===== config.mk =====
export PLATFORM = sky130hd
export DESIGN_NAME = waveform_min_max_peaks
export DESIGN_NICKNAME = d
export VERILOG_FILES = /design/src/rtl/core/wmmp_pkg.sv /design/src/rtl/core/waveform_min_max_peaks.sv /design/src/rtl/core/wmmp_divider.sv /design/src/rtl/core/wmmp_decoder.sv
export SDC_FILE = /design/constraint.sdc
export NUM_CORES = 1
export LEC_CHECK = 0
export ABC_AREA = 1
export BUFFER_PORTS_ARGS = -buffer_cell sky130_fd_sc_hd__buf_2
export CAP_MARGIN = 0
export CORE_ASPECT_RATIO = 0.5
export CORE_UTILIZATION = 25
export CTS_BUF_LIST = sky130_fd_sc_hd__clkbuf_8
export DETAILED_ROUTE_END_ITERATION = 12
export PLACE_DENSITY_LB_ADDON = 0.15
export SLEW_MARGIN = 15
export SYNTH_ARGS = -nofsm -noshare
export SYNTH_HDL_FRONTEND = slang
export SYNTH_HIERARCHICAL = 1
export SYNTH_SLANG_ARGS = --single-unit
export TNS_END_PERCENT = 1

===== constraint.sdc =====
create_clock -name clk -period 4.2 [get_ports clk]
set_input_delay 0.42 -clock clk [delete_from_list [all_inputs] [get_ports clk]]
set_output_delay 0.42 -clock clk [all_outputs]
set_load 0.1 [all_outputs]

===== src/rtl/core/wmmp_pkg.sv =====
// ----------------------------------------------------------------------------
// wmmp_pkg
// Shared widths, codes and divider handshake types for the waveform
// min/max peak extractor.
// ----------------------------------------------------------------------------
package wmmp_pkg;

  // Run limits.
  localparam int unsigned MAX_PEAKS    = 1000;
  localparam int unsigned MAX_CHANNELS = 8;

  localparam int unsigned WIN_W    = 10;  // window count and window number
  localparam int unsigned CHAN_W   = 4;   // channel_count register
  localparam int unsigned CHCNT_W  = 3;   // channel position within a frame
  localparam int unsigned FRAMES_W = 32;  // total_frames and window length
  localparam int unsigned Q_W      = 24;  // Q1.23 sample and result
  localparam int unsigned SUM_W    = 27;  // sum of up to eight Q1.23 samples
  localparam int unsigned WORD_W   = 32;  // raw sample word, config data

  localparam logic [WIN_W-1:0]  MAX_PEAKS_C    = WIN_W'(MAX_PEAKS);
  localparam logic [CHAN_W-1:0] MAX_CHANNELS_C = CHAN_W'(MAX_CHANNELS);

  // Sample format codes.
  localparam logic [1:0] FMT_PCM16 = 2'd0;
  localparam logic [1:0] FMT_PCM24 = 2'd1;
  localparam logic [1:0] FMT_F32   = 2'd2;
  localparam logic [1:0] FMT_NONE  = 2'd3;

  // Configuration register indexes.
  localparam logic [1:0] REG_FORMAT   = 2'd0;
  localparam logic [1:0] REG_BIG_END  = 2'd1;
  localparam logic [1:0] REG_CHANNELS = 2'd2;
  localparam logic [1:0] REG_FRAMES   = 2'd3;

  // Shared divider: 32-bit dividend by 10-bit divisor.
  localparam int unsigned DIV_N_W = 32;
  localparam int unsigned DIV_D_W = 10;
  localparam int unsigned DIV_CNT_W = $clog2(DIV_N_W);

  typedef struct packed {
    logic               start;
    logic [DIV_N_W-1:0] dividend;
    logic [DIV_D_W-1:0] divisor;
  } div_req_t;

  typedef struct packed {
    logic               done;
    logic [DIV_N_W-1:0] quotient;
  } div_rsp_t;

endpackage


===== src/rtl/core/waveform_min_max_peaks.sv =====
// ----------------------------------------------------------------------------
// waveform_min_max_peaks
// Mixes interleaved channels down to mono and reports the minimum and maximum
// frame value of each window of the clip, divided by the channel count.
//
//   channel  direction  handshake             word
//   in_      in         in_valid / in_stall   in_sample_word
//   out_     out        out_valid / out_stall peak_min, peak_max, index, last
//   cfg_     in         cfg_we                cfg_index, cfg_wdata
//
// A sample word passes through S_IDLE and S_ACC, and also S_FRAME when it
// closes a frame. A word that closes a window adds two passes of the shared
// 32-step divider. A register write restarts the run; with total_frames of
// 1000 or more it also runs the divider once, and the input stays stalled
// until it is done. Reset is synchronous. The result sits in an output
// register, so input words keep flowing while out_stall holds a result; only
// the next window result waits for it to be taken.
// ----------------------------------------------------------------------------
module waveform_min_max_peaks
  import wmmp_pkg::*;
(
  input  logic                  clk,
  input  logic                  rst_n,
  // sample input
  input  logic                  in_valid,
  output logic                  in_stall,
  input  logic [WORD_W-1:0]     in_sample_word,
  // peak output
  output logic                  out_valid,
  input  logic                  out_stall,
  output logic signed [Q_W-1:0] out_peak_min,
  output logic signed [Q_W-1:0] out_peak_max,
  output logic [WIN_W-1:0]      out_peak_index,
  output logic                  out_last_peak,
  // configuration
  input  logic                  cfg_we,
  input  logic [1:0]            cfg_index,
  input  logic [WORD_W-1:0]     cfg_wdata
);

  localparam logic [3:0] S_SETUP   = 4'd0;
  localparam logic [3:0] S_LEN     = 4'd1;
  localparam logic [3:0] S_IDLE    = 4'd2;
  localparam logic [3:0] S_ACC     = 4'd3;
  localparam logic [3:0] S_FRAME   = 4'd4;
  localparam logic [3:0] S_DIV_LO  = 4'd5;
  localparam logic [3:0] S_WAIT_LO = 4'd6;
  localparam logic [3:0] S_DIV_HI  = 4'd7;
  localparam logic [3:0] S_WAIT_HI = 4'd8;
  localparam logic [3:0] S_OUT     = 4'd9;

  logic [3:0]              state_r, state_nxt;

  logic [1:0]              fmt_r, fmt_nxt;
  logic                    big_end_r, big_end_nxt;
  logic [CHAN_W-1:0]       chan_cfg_r, chan_cfg_nxt;
  logic [FRAMES_W-1:0]     frames_r, frames_nxt;

  logic [FRAMES_W-1:0]     win_len_r, win_len_nxt;
  logic [WIN_W-1:0]        win_total_r, win_total_nxt;
  logic [FRAMES_W-1:0]     frame_pos_r, frame_pos_nxt;
  logic [WIN_W-1:0]        win_cnt_r, win_cnt_nxt;
  logic [CHCNT_W-1:0]      chan_pos_r, chan_pos_nxt;
  logic                    finished_r, finished_nxt;

  logic signed [SUM_W-1:0] frame_sum_r, frame_sum_nxt;
  logic signed [SUM_W-1:0] run_min_r, run_min_nxt;
  logic signed [SUM_W-1:0] run_max_r, run_max_nxt;
  logic [WORD_W-1:0]       word_r, word_nxt;
  logic signed [Q_W-1:0]   lo_r, lo_nxt;
  logic signed [Q_W-1:0]   hi_r, hi_nxt;

  logic                    out_valid_r, out_valid_nxt;
  logic signed [Q_W-1:0]   out_min_r, out_min_nxt;
  logic signed [Q_W-1:0]   out_max_r, out_max_nxt;
  logic [WIN_W-1:0]        out_index_r, out_index_nxt;
  logic                    out_last_r, out_last_nxt;

  logic [CHAN_W-1:0]       chans;
  logic signed [Q_W-1:0]   sample;
  logic signed [SUM_W-1:0] sum_add;
  logic [FRAMES_W-1:0]     frame_pos_inc;
  logic [WIN_W:0]          win_cnt_inc;
  logic                    is_last;
  logic                    div_neg;
  logic signed [SUM_W-1:0] div_src;
  logic [SUM_W-1:0]        div_mag;
  logic [Q_W-1:0]          div_q;
  logic signed [Q_W-1:0]   div_signed;
  div_req_t                div_req;
  div_rsp_t                div_rsp;

  wmmp_decoder u_decoder (
    .word          (word_r),
    .sample_format (fmt_r),
    .big_endian    (big_end_r),
    .sample        (sample)
  );

  wmmp_divider u_divider (
    .clk   (clk),
    .rst_n (rst_n),
    .req   (div_req),
    .rsp   (div_rsp)
  );

  // Channel counts above the supported maximum are clamped.
  assign chans = (chan_cfg_r > MAX_CHANNELS_C) ? MAX_CHANNELS_C : chan_cfg_r;

  assign sum_add       = frame_sum_r + SUM_W'(sample);
  assign frame_pos_inc = frame_pos_r + 1'b1;
  assign win_cnt_inc   = {1'b0, win_cnt_r} + 1'b1;
  assign is_last       = (win_cnt_inc >= {1'b0, win_total_r});

  // The extremes are divided as magnitudes so the quotient truncates toward
  // zero, then the sign goes back on.
  assign div_src    = (state_r == S_DIV_LO) ? run_min_r : run_max_r;
  assign div_mag    = div_src[SUM_W-1] ? SUM_W'(-div_src) : SUM_W'(div_src);
  assign div_neg    = run_max_r[SUM_W-1];
  assign div_q      = div_rsp.quotient[Q_W-1:0];

  always_comb begin
    div_req.start    = 1'b0;
    div_req.dividend = {{(DIV_N_W-SUM_W){1'b0}}, div_mag};
    div_req.divisor  = DIV_D_W'(chans);
    unique case (state_r)
      S_SETUP: begin
        div_req.start    = (frames_r >= FRAMES_W'(MAX_PEAKS));
        div_req.dividend = frames_r;
        div_req.divisor  = MAX_PEAKS_C;
      end
      S_DIV_LO, S_DIV_HI: div_req.start = 1'b1;
      default: div_req.start = 1'b0;
    endcase
  end

  always_comb begin
    state_nxt     = state_r;
    fmt_nxt       = fmt_r;
    big_end_nxt   = big_end_r;
    chan_cfg_nxt  = chan_cfg_r;
    frames_nxt    = frames_r;
    win_len_nxt   = win_len_r;
    win_total_nxt = win_total_r;
    frame_pos_nxt = frame_pos_r;
    win_cnt_nxt   = win_cnt_r;
    chan_pos_nxt  = chan_pos_r;
    finished_nxt  = finished_r;
    frame_sum_nxt = frame_sum_r;
    run_min_nxt   = run_min_r;
    run_max_nxt   = run_max_r;
    word_nxt      = word_r;
    lo_nxt        = lo_r;
    hi_nxt        = hi_r;
    out_valid_nxt = out_valid_r && out_stall;
    out_min_nxt   = out_min_r;
    out_max_nxt   = out_max_r;
    out_index_nxt = out_index_r;
    out_last_nxt  = out_last_r;
    div_signed    = run_min_r[SUM_W-1] ? (~div_q + 1'b1) : div_q;

    unique case (state_r)
      S_SETUP: begin
        win_total_nxt = (frames_r < FRAMES_W'(MAX_PEAKS)) ? frames_r[WIN_W-1:0]
                                                          : MAX_PEAKS_C;
        frame_pos_nxt = '0;
        win_cnt_nxt   = '0;
        chan_pos_nxt  = '0;
        frame_sum_nxt = '0;
        run_min_nxt   = '0;
        run_max_nxt   = '0;
        finished_nxt  = 1'b0;
        if (frames_r >= FRAMES_W'(MAX_PEAKS)) begin
          state_nxt = S_LEN;
        end else begin
          // Fewer frames than peaks: one frame a window, or none at all.
          win_len_nxt = (frames_r != '0) ? FRAMES_W'(1) : '0;
          state_nxt   = S_IDLE;
        end
      end
      S_LEN: begin
        if (div_rsp.done) begin
          win_len_nxt = div_rsp.quotient;
          state_nxt   = S_IDLE;
        end
      end
      S_IDLE: begin
        if (in_valid) begin
          word_nxt  = in_sample_word;
          state_nxt = S_ACC;
        end
      end
      S_ACC: begin
        if (finished_r || win_total_r == '0 || chans == '0) begin
          state_nxt = S_IDLE;
        end else begin
          frame_sum_nxt = sum_add;
          if ({1'b0, chan_pos_r} + 1'b1 < chans) begin
            chan_pos_nxt = chan_pos_r + 1'b1;
            state_nxt    = S_IDLE;
          end else begin
            chan_pos_nxt = '0;
            state_nxt    = S_FRAME;
          end
        end
      end
      S_FRAME: begin
        if (frame_pos_r == '0) begin
          run_min_nxt = frame_sum_r;
          run_max_nxt = frame_sum_r;
        end else begin
          if (frame_sum_r < run_min_r) run_min_nxt = frame_sum_r;
          if (frame_sum_r > run_max_r) run_max_nxt = frame_sum_r;
        end
        frame_sum_nxt = '0;
        if (frame_pos_inc < win_len_r) begin
          frame_pos_nxt = frame_pos_inc;
          state_nxt     = S_IDLE;
        end else begin
          frame_pos_nxt = '0;
          state_nxt     = S_DIV_LO;
        end
      end
      S_DIV_LO: state_nxt = S_WAIT_LO;
      S_WAIT_LO: begin
        if (div_rsp.done) begin
          lo_nxt    = div_signed;
          state_nxt = S_DIV_HI;
        end
      end
      S_DIV_HI: state_nxt = S_WAIT_HI;
      S_WAIT_HI: begin
        if (div_rsp.done) begin
          hi_nxt    = div_neg ? (~div_q + 1'b1) : div_q;
          state_nxt = S_OUT;
        end
      end
      S_OUT: begin
        // Wait until the previous word has left the output register.
        if (!out_valid_r || !out_stall) begin
          out_valid_nxt = 1'b1;
          out_min_nxt   = lo_r;
          out_max_nxt   = hi_r;
          out_index_nxt = win_cnt_r;
          out_last_nxt  = is_last;
          win_cnt_nxt   = win_cnt_inc[WIN_W-1:0];
          if (is_last) finished_nxt = 1'b1;
          state_nxt = S_IDLE;
        end
      end
      default: state_nxt = S_IDLE;
    endcase

    // A register write restarts the run.
    if (cfg_we) begin
      unique case (cfg_index)
        REG_FORMAT:   fmt_nxt      = cfg_wdata[1:0];
        REG_BIG_END:  big_end_nxt  = cfg_wdata[0];
        REG_CHANNELS: chan_cfg_nxt = cfg_wdata[CHAN_W-1:0];
        REG_FRAMES:   frames_nxt   = cfg_wdata;
        default:      fmt_nxt      = fmt_r;
      endcase
      state_nxt = S_SETUP;
    end
  end

  always_ff @(posedge clk) begin
    if (!rst_n) begin
      state_r     <= S_SETUP;
      fmt_r       <= FMT_PCM16;
      big_end_r   <= 1'b0;
      chan_cfg_r  <= CHAN_W'(1);
      frames_r    <= '0;
      win_len_r   <= '0;
      win_total_r <= '0;
      frame_pos_r <= '0;
      win_cnt_r   <= '0;
      chan_pos_r  <= '0;
      finished_r  <= 1'b0;
      frame_sum_r <= '0;
      run_min_r   <= '0;
      run_max_r   <= '0;
      out_valid_r <= 1'b0;
    end else begin
      state_r     <= state_nxt;
      fmt_r       <= fmt_nxt;
      big_end_r   <= big_end_nxt;
      chan_cfg_r  <= chan_cfg_nxt;
      frames_r    <= frames_nxt;
      win_len_r   <= win_len_nxt;
      win_total_r <= win_total_nxt;
      frame_pos_r <= frame_pos_nxt;
      win_cnt_r   <= win_cnt_nxt;
      chan_pos_r  <= chan_pos_nxt;
      finished_r  <= finished_nxt;
      frame_sum_r <= frame_sum_nxt;
      run_min_r   <= run_min_nxt;
      run_max_r   <= run_max_nxt;
      out_valid_r <= out_valid_nxt;
    end
  end

  always_ff @(posedge clk) begin
    word_r      <= word_nxt;
    lo_r        <= lo_nxt;
    hi_r        <= hi_nxt;
    out_min_r   <= out_min_nxt;
    out_max_r   <= out_max_nxt;
    out_index_r <= out_index_nxt;
    out_last_r  <= out_last_nxt;
  end

  assign in_stall       = (state_r != S_IDLE);
  assign out_valid      = out_valid_r;
  assign out_peak_min   = out_min_r;
  assign out_peak_max   = out_max_r;
  assign out_peak_index = out_index_r;
  assign out_last_peak  = out_last_r;

endmodule


===== src/rtl/core/wmmp_divider.sv =====
// ----------------------------------------------------------------------------
// wmmp_divider
// Restoring unsigned divider, one quotient bit per cycle. Shared between the
// window length setup and the per-window division by the channel count.
// ----------------------------------------------------------------------------
module wmmp_divider
  import wmmp_pkg::*;
(
  input  logic     clk,
  input  logic     rst_n,
  input  div_req_t req,
  output div_rsp_t rsp
);

  logic                 busy_r, busy_nxt;
  logic                 done_r, done_nxt;
  logic [DIV_CNT_W-1:0] cnt_r, cnt_nxt;
  logic [DIV_N_W-1:0]   dq_r, dq_nxt;
  logic [DIV_D_W-1:0]   rem_r, rem_nxt;
  logic [DIV_D_W-1:0]   divisor_r, divisor_nxt;

  logic [DIV_D_W:0]     rem_shift;
  logic [DIV_D_W:0]     rem_diff;
  logic                 fits;

  // The dividend shifts out of the top of dq_r while quotient bits enter at
  // the bottom, so dq_r holds the quotient once every bit has gone through.
  assign rem_shift = {rem_r, dq_r[DIV_N_W-1]};
  assign rem_diff  = rem_shift - {1'b0, divisor_r};
  assign fits      = (rem_shift >= {1'b0, divisor_r});

  always_comb begin
    busy_nxt    = busy_r;
    done_nxt    = 1'b0;
    cnt_nxt     = cnt_r;
    dq_nxt      = dq_r;
    rem_nxt     = rem_r;
    divisor_nxt = divisor_r;
    if (req.start) begin
      busy_nxt    = 1'b1;
      cnt_nxt     = '0;
      dq_nxt      = req.dividend;
      rem_nxt     = '0;
      divisor_nxt = req.divisor;
    end else if (busy_r) begin
      dq_nxt  = {dq_r[DIV_N_W-2:0], fits};
      rem_nxt = fits ? rem_diff[DIV_D_W-1:0] : rem_shift[DIV_D_W-1:0];
      cnt_nxt = cnt_r + 1'b1;
      if (cnt_r == DIV_CNT_W'(DIV_N_W - 1)) begin
        busy_nxt = 1'b0;
        done_nxt = 1'b1;
      end
    end
  end

  always_ff @(posedge clk) begin
    if (!rst_n) begin
      busy_r <= 1'b0;
      done_r <= 1'b0;
      cnt_r  <= '0;
    end else begin
      busy_r <= busy_nxt;
      done_r <= done_nxt;
      cnt_r  <= cnt_nxt;
    end
  end

  always_ff @(posedge clk) begin
    dq_r      <= dq_nxt;
    rem_r     <= rem_nxt;
    divisor_r <= divisor_nxt;
  end

  assign rsp.done     = done_r;
  assign rsp.quotient = dq_r;

endmodule


===== src/rtl/core/wmmp_decoder.sv =====
// ----------------------------------------------------------------------------
// wmmp_decoder
// Turns one raw sample word into a signed Q1.23 value: 16-bit or 24-bit PCM
// or 32-bit float, little or big endian. Floats saturate, NaN gives zero.
// ----------------------------------------------------------------------------
module wmmp_decoder
  import wmmp_pkg::*;
(
  input  logic [WORD_W-1:0]     word,
  input  logic [1:0]            sample_format,
  input  logic                  big_endian,
  output logic signed [Q_W-1:0] sample
);

  logic [7:0]        b0, b1, b2, b3;
  logic [15:0]       v16;
  logic [23:0]       v24;
  logic [31:0]       v32;
  logic              f_sign;
  logic [7:0]        f_exp;
  logic [22:0]       f_man;
  logic [7:0]        f_shift;
  logic [Q_W-1:0]    f_mag;
  logic [Q_W-1:0]    f_q;

  assign b0 = word[7:0];
  assign b1 = word[15:8];
  assign b2 = word[23:16];
  assign b3 = word[31:24];

  assign v16 = big_endian ? {b0, b1} : {b1, b0};
  assign v24 = big_endian ? {b0, b1, b2} : {b2, b1, b0};
  assign v32 = big_endian ? {b0, b1, b2, b3} : {b3, b2, b1, b0};

  assign f_sign  = v32[31];
  assign f_exp   = v32[30:23];
  assign f_man   = v32[22:0];
  assign f_shift = 8'd127 - f_exp;
  assign f_mag   = {1'b1, f_man} >> f_shift[4:0];

  always_comb begin
    priority if (f_exp == 8'hFF && f_man != '0) begin
      f_q = '0;
    end else if (f_exp >= 8'd127) begin
      f_q = f_sign ? {1'b1, {(Q_W-1){1'b0}}} : {1'b0, {(Q_W-1){1'b1}}};
    end else if (f_shift >= 8'd24) begin
      f_q = '0;
    end else begin
      f_q = f_sign ? (~f_mag + 1'b1) : f_mag;
    end
  end

  always_comb begin
    unique case (sample_format)
      FMT_PCM16: sample = {v16, 8'h00};
      FMT_PCM24: sample = v24;
      FMT_F32:   sample = f_q;
      FMT_NONE:  sample = '0;
      default:   sample = '0;
    endcase
  end

endmodule

==> results.cfg <==
[job]
drv.max_cap_violation_count = 0

[timing]
tightestPinTransition_ns = 1.160
finalMaxSlewViolations = 0
min_clock_period_post_route_ns = 4.199
setup_repair_after_global_routing_missed_its_margin = yes
timing.final.crit_share_pct = 99.99
worst_hold_slack_ns = 0.07313
clock-skew-final_ns = 0.03784
timing.final.hold_violations = 0
fmaxAchievable_ghz = 0.2381
setup_viol = 0
worst_slew_margin_rel_pct = 22.67

[power_and_ir_drop]
vdd_ir_drop_max_uv = 208.5
pwr-share-comb_pct = 36.9
share_seq_of_total_power_pct = 36.1
power_density_nw_per_um2 = 449.5
total_leakage_power_nw = 14.54
clockPowerShare_pct = 27.0
net_sw_power_mw = 5.838
p_sw_share_pct = 40.36
intPower_mw = 8.628

[floorplan]
design.core.area_um2 = 101200
die_height_um = 229.1
die-width_um = 456.1
start_util_pct = 25.48
placementRows = 82
die_area_um2 = 104500
io-pin-count = 132

[detailed_routing]
num_vias = 24690
first_pass_iters = 5
route.antenna.remaining_nets = 0
routed_wire_length_per_instance_um = 16.10
met2RoutedLength_um = 39640
detail_route.wirelength.met1_um = 43410
met3RoutedLength_um = 3165
drc = 0
max_layer_used = met4
via_per_inst = 4.528
wirelength_um = 87760
drt-initial-drc-count = 1346

[critical_path]
reg2regPathDepth = 29
cp_max_fo = 15
cp_slowest_stage_delay_ns = 0.39
worstReg2RegEnd = frame_sum_r[24]
worstSetupPathType = register to register
path_buf_inv = 5
cp_depth = 29
r2r_setup_slack_ns = 0.0006
critPathRequiredTime_ns = 4.81
crit_top_cell = nand2_1
crit_path_max_delay_cell_type = dfxtp_4
critPathTopFamily = simple AND/OR/NAND/NOR gates
timing.rr.start = big_end_r
arrival_time_at_the_worst_endpoint_ns = 4.81
critical_path.endpoint_type = register
crit_path_start_kind = register

[cells_and_area]
nNetsFinal = 4269
sequential_cell_area_um2 = 10040
final_layout_size_suffix_gt1_share_pct = 16.31
combined_area_of_the_multi_input_logic_cells_um2 = 14100
final.fill_count = 11010
layout_cell_area_excl_fill_um2 = 32180
syn2layout_area_growth_pct = 24.84

[worst_hold_path]
min-delay-start = cfg_wdata[3]
hold_end = chan_cfg_r[3]
worstHoldPathType = input port to register
hold_path_depth = 3

[synth]
post_synth_fa_ha_maj_area_fraction_pct = 7.047
synthDominantCellAreaShare_pct = 21.08
most_instantiated_flip_flop_cell_in_the_synthesis_netlist = dfxtp_1
synth-edff-count = 181
synth_async_sr_flop_share_pct = 0
netlist_top_cells_area = edfxtp_1 21%, dfxtp_1 18%, nand2_1 17%, ha_1 6.9%, a21oi_1 6.3%
synthesis.area_um2 = 25780
syn_avg_cell_area_um2 = 7.026
combinational_family_with_the_most_area_after_synthesis = simple AND/OR/NAND/NOR gates
synth.yosys.seq_area_share_pct = 38.94
postSynthRegisterBits = 411
xor_xnor_share_of_the_synthesized_area_pct = 2.548
netlist_instances = 3669
synthMuxAreaShare_pct = 0
yosysUniqueCellTypes = 50
synthDominantAreaCellType = edfxtp_1
area_share_of_and_or_nand_nor_cells_after_synthesis_pct = 30.89
synth.yosys.warnings = 6
synth.net_count = 3884
synth_compound_gate_area_share_pct = 12.06

[clocking]
cts_tree = built
cts.htree.levels = 3
clock_transition_at_the_registers_of_the_reported_paths_ns = 0.07
cts_inserted_buffers = 69
clkLatencyLatePin_ns = 0.73
cts_root_buffer = clkbuf_8
clockBufferDepth = 3
cts.sinks = 411

[run_status]
run_status = finished clean

[grt]
grt_max_degree = 81
antenna_found_initial = 0
grt_pass1_wl_um = 137100
grt.total_usage_pct = 16.71
overflow = 0
via_count_of_the_first_global_routing_pass = 24140

[placed_design]
placedInstanceArea_um2 = 29550
finalWeightedCongestion = 0.8754
dp.final_hpwl_um = 67060
buffer_ports.inserted = 131
==> stage by stage <==
stage	TNS [ns]	std cells	worst slack [ns]	power, mW	util (%)
floorplan	0	3669	0.6096	8.742	-
global placement	-6.108	5258	-0.5178	10.51	29.21
detailed placement	-5.096	5258	-0.4494	10.54	29.21
CTS	-0.4249	5444	-0.06771	14.63	31.39
global route	-3.887	5451	-0.2829	15.62	31.81
finish	0	5452	0.0005977	14.47	31.81
==> cells in the final DEF, fill, tap and decap left out, types with 10 or more instances in the layout <==
cell type and count:
inv_1 405, o21ai_0 155, dlygate4sd3_1 60, dfxtp_1 229, buf_4 245, xor2_1 57
nor2_2 27, nor2_1 253, buf_2 130, clkinv_1 16, clkbuf_8 72, nor3_1 25
xnor2_1 18, o21ai_2 10, a21oi_2 16, nand2_1 1137, ha_4 11, ha_1 130
o21ai_1 51, nand2_2 42, nand3_2 28, inv_2 10, nand4_1 39, o211ai_1 10
nand3_1 288, a21oi_1 311, buf_12 11, edfxtp_1 181, nor4_1 21, nor2_4 12
==> state kept, by name, summed over array words and instances (netlist names), 24 cells and up <==
name / cells
out_peak_min: 24
run_min_r: 27
lo_r: 24
frame_sum_r: 27
u_divider/dq_r: 32
frame_pos_r: 32
win_len_r: 32
hi_r: 24
run_max_r: 27
word_r: 32
frames_r: 32
out_peak_max: 24
==> worst reg2reg max path: cells and delay by family (launching register included) <==
kind                       cells  cell delay [ns]
and+or+nand+nor               20             2.28
DFF                            1             0.39
AOI/OAI and AO/OA              3             0.48
buffers and inverters          5             0.59
adders and majority gates      1             0.39
==> power groups by stage <==
stage / sequential (mW) / clock [mW] / combinational, mW
floorplan: 5.17 / 0 / 3.57
global placement: 5.30 / 0 / 5.21
detailed placement: 5.31 / 0 / 5.23
CTS: 5.22 / 4.09 / 5.32
global route: 5.28 / 4.27 / 6.07
finish: 5.22 / 3.90 / 5.34
==> routing by layer <==
metal  up-vias  GRT usage, %
li1      12810             -
met1     11380         22.72
met2       391         27.39
met3       103         2.675
met4         0         4.339
met5         -             0
==> logic make-up after synthesis <==
logic type,after synthesis
AND/OR/NAND/NOR,1901
AO/OA/AOI/OAI,592
XOR/XNOR,75
adder cells (fa/ha/maj),144
buffers and inverters,545
flip-flops,411
other,1
==> layout make-up <==
class	count	area share, %
Antenna cell	1	0.007775
Clock buffer	72	3.079
Clock inverter	52	1.372
Inverter	407	4.782
Multi-Input combinational cell	2713	43.82
Sequential cell	411	31.21
Tap cell	1344	5.225
Timing Repair Buffer	452	10.51
==> cell usage after synthesis, types with 4 or more instances <==
| library cell | n |
|---|---|
| or2_2 | 4 |
| edfxtp_1 | 181 |
| nand3b_1 | 9 |
| buf_1 | 5 |
| dfxtp_1 | 230 |
| a21o_1 | 8 |
| nor2_1 | 270 |
| xor2_1 | 57 |
| nor2_2 | 17 |
| buf_2 | 25 |
| o211ai_1 | 10 |
| nand3_1 | 309 |
| o21a_1 | 7 |
| inv_2 | 14 |
| a21oi_2 | 4 |
| clkbuf_1 | 89 |
| a21oi_1 | 324 |
| o21ai_0 | 176 |
| xnor2_1 | 18 |
| o21ai_2 | 4 |
| nor4_1 | 21 |
| buf_4 | 8 |
| o21ai_1 | 38 |
| o31ai_1 | 5 |
| buf_6 | 10 |
| inv_1 | 387 |
| nor2_4 | 5 |
| nand4_1 | 39 |
| nor3_1 | 29 |
| nand2_1 | 1163 |
| nand2_2 | 18 |
| clkinv_1 | 6 |
| nand3_2 | 7 |
| ha_1 | 142 |
==> worst max path at each step <==
stage                      end  slack [ns]  startpoint
2_1_floorplan  frame_sum_r[10]        0.61   big_end_r
3_3_place_gp   frame_sum_r[26]       -0.52   big_end_r
3_5_place_dp   frame_sum_r[26]       -0.45   big_end_r
4_1_cts        frame_sum_r[14]       -0.07   big_end_r
5_1_grt        frame_sum_r[24]       -0.28   big_end_r
6_report       frame_sum_r[24]      0.0006   big_end_r
==> what timing repair did <==
action | CTS | global route
setup endpoints to repair | 21 | 23
pin swaps | 2 | 17
setup buffers | 2 | 7
hold buffers | 60 | 0
gates resized for setup | 45 | 91
hold endpoints to repair | 60 | 0
Note: power is estimated with default switching activity, not from simulation.
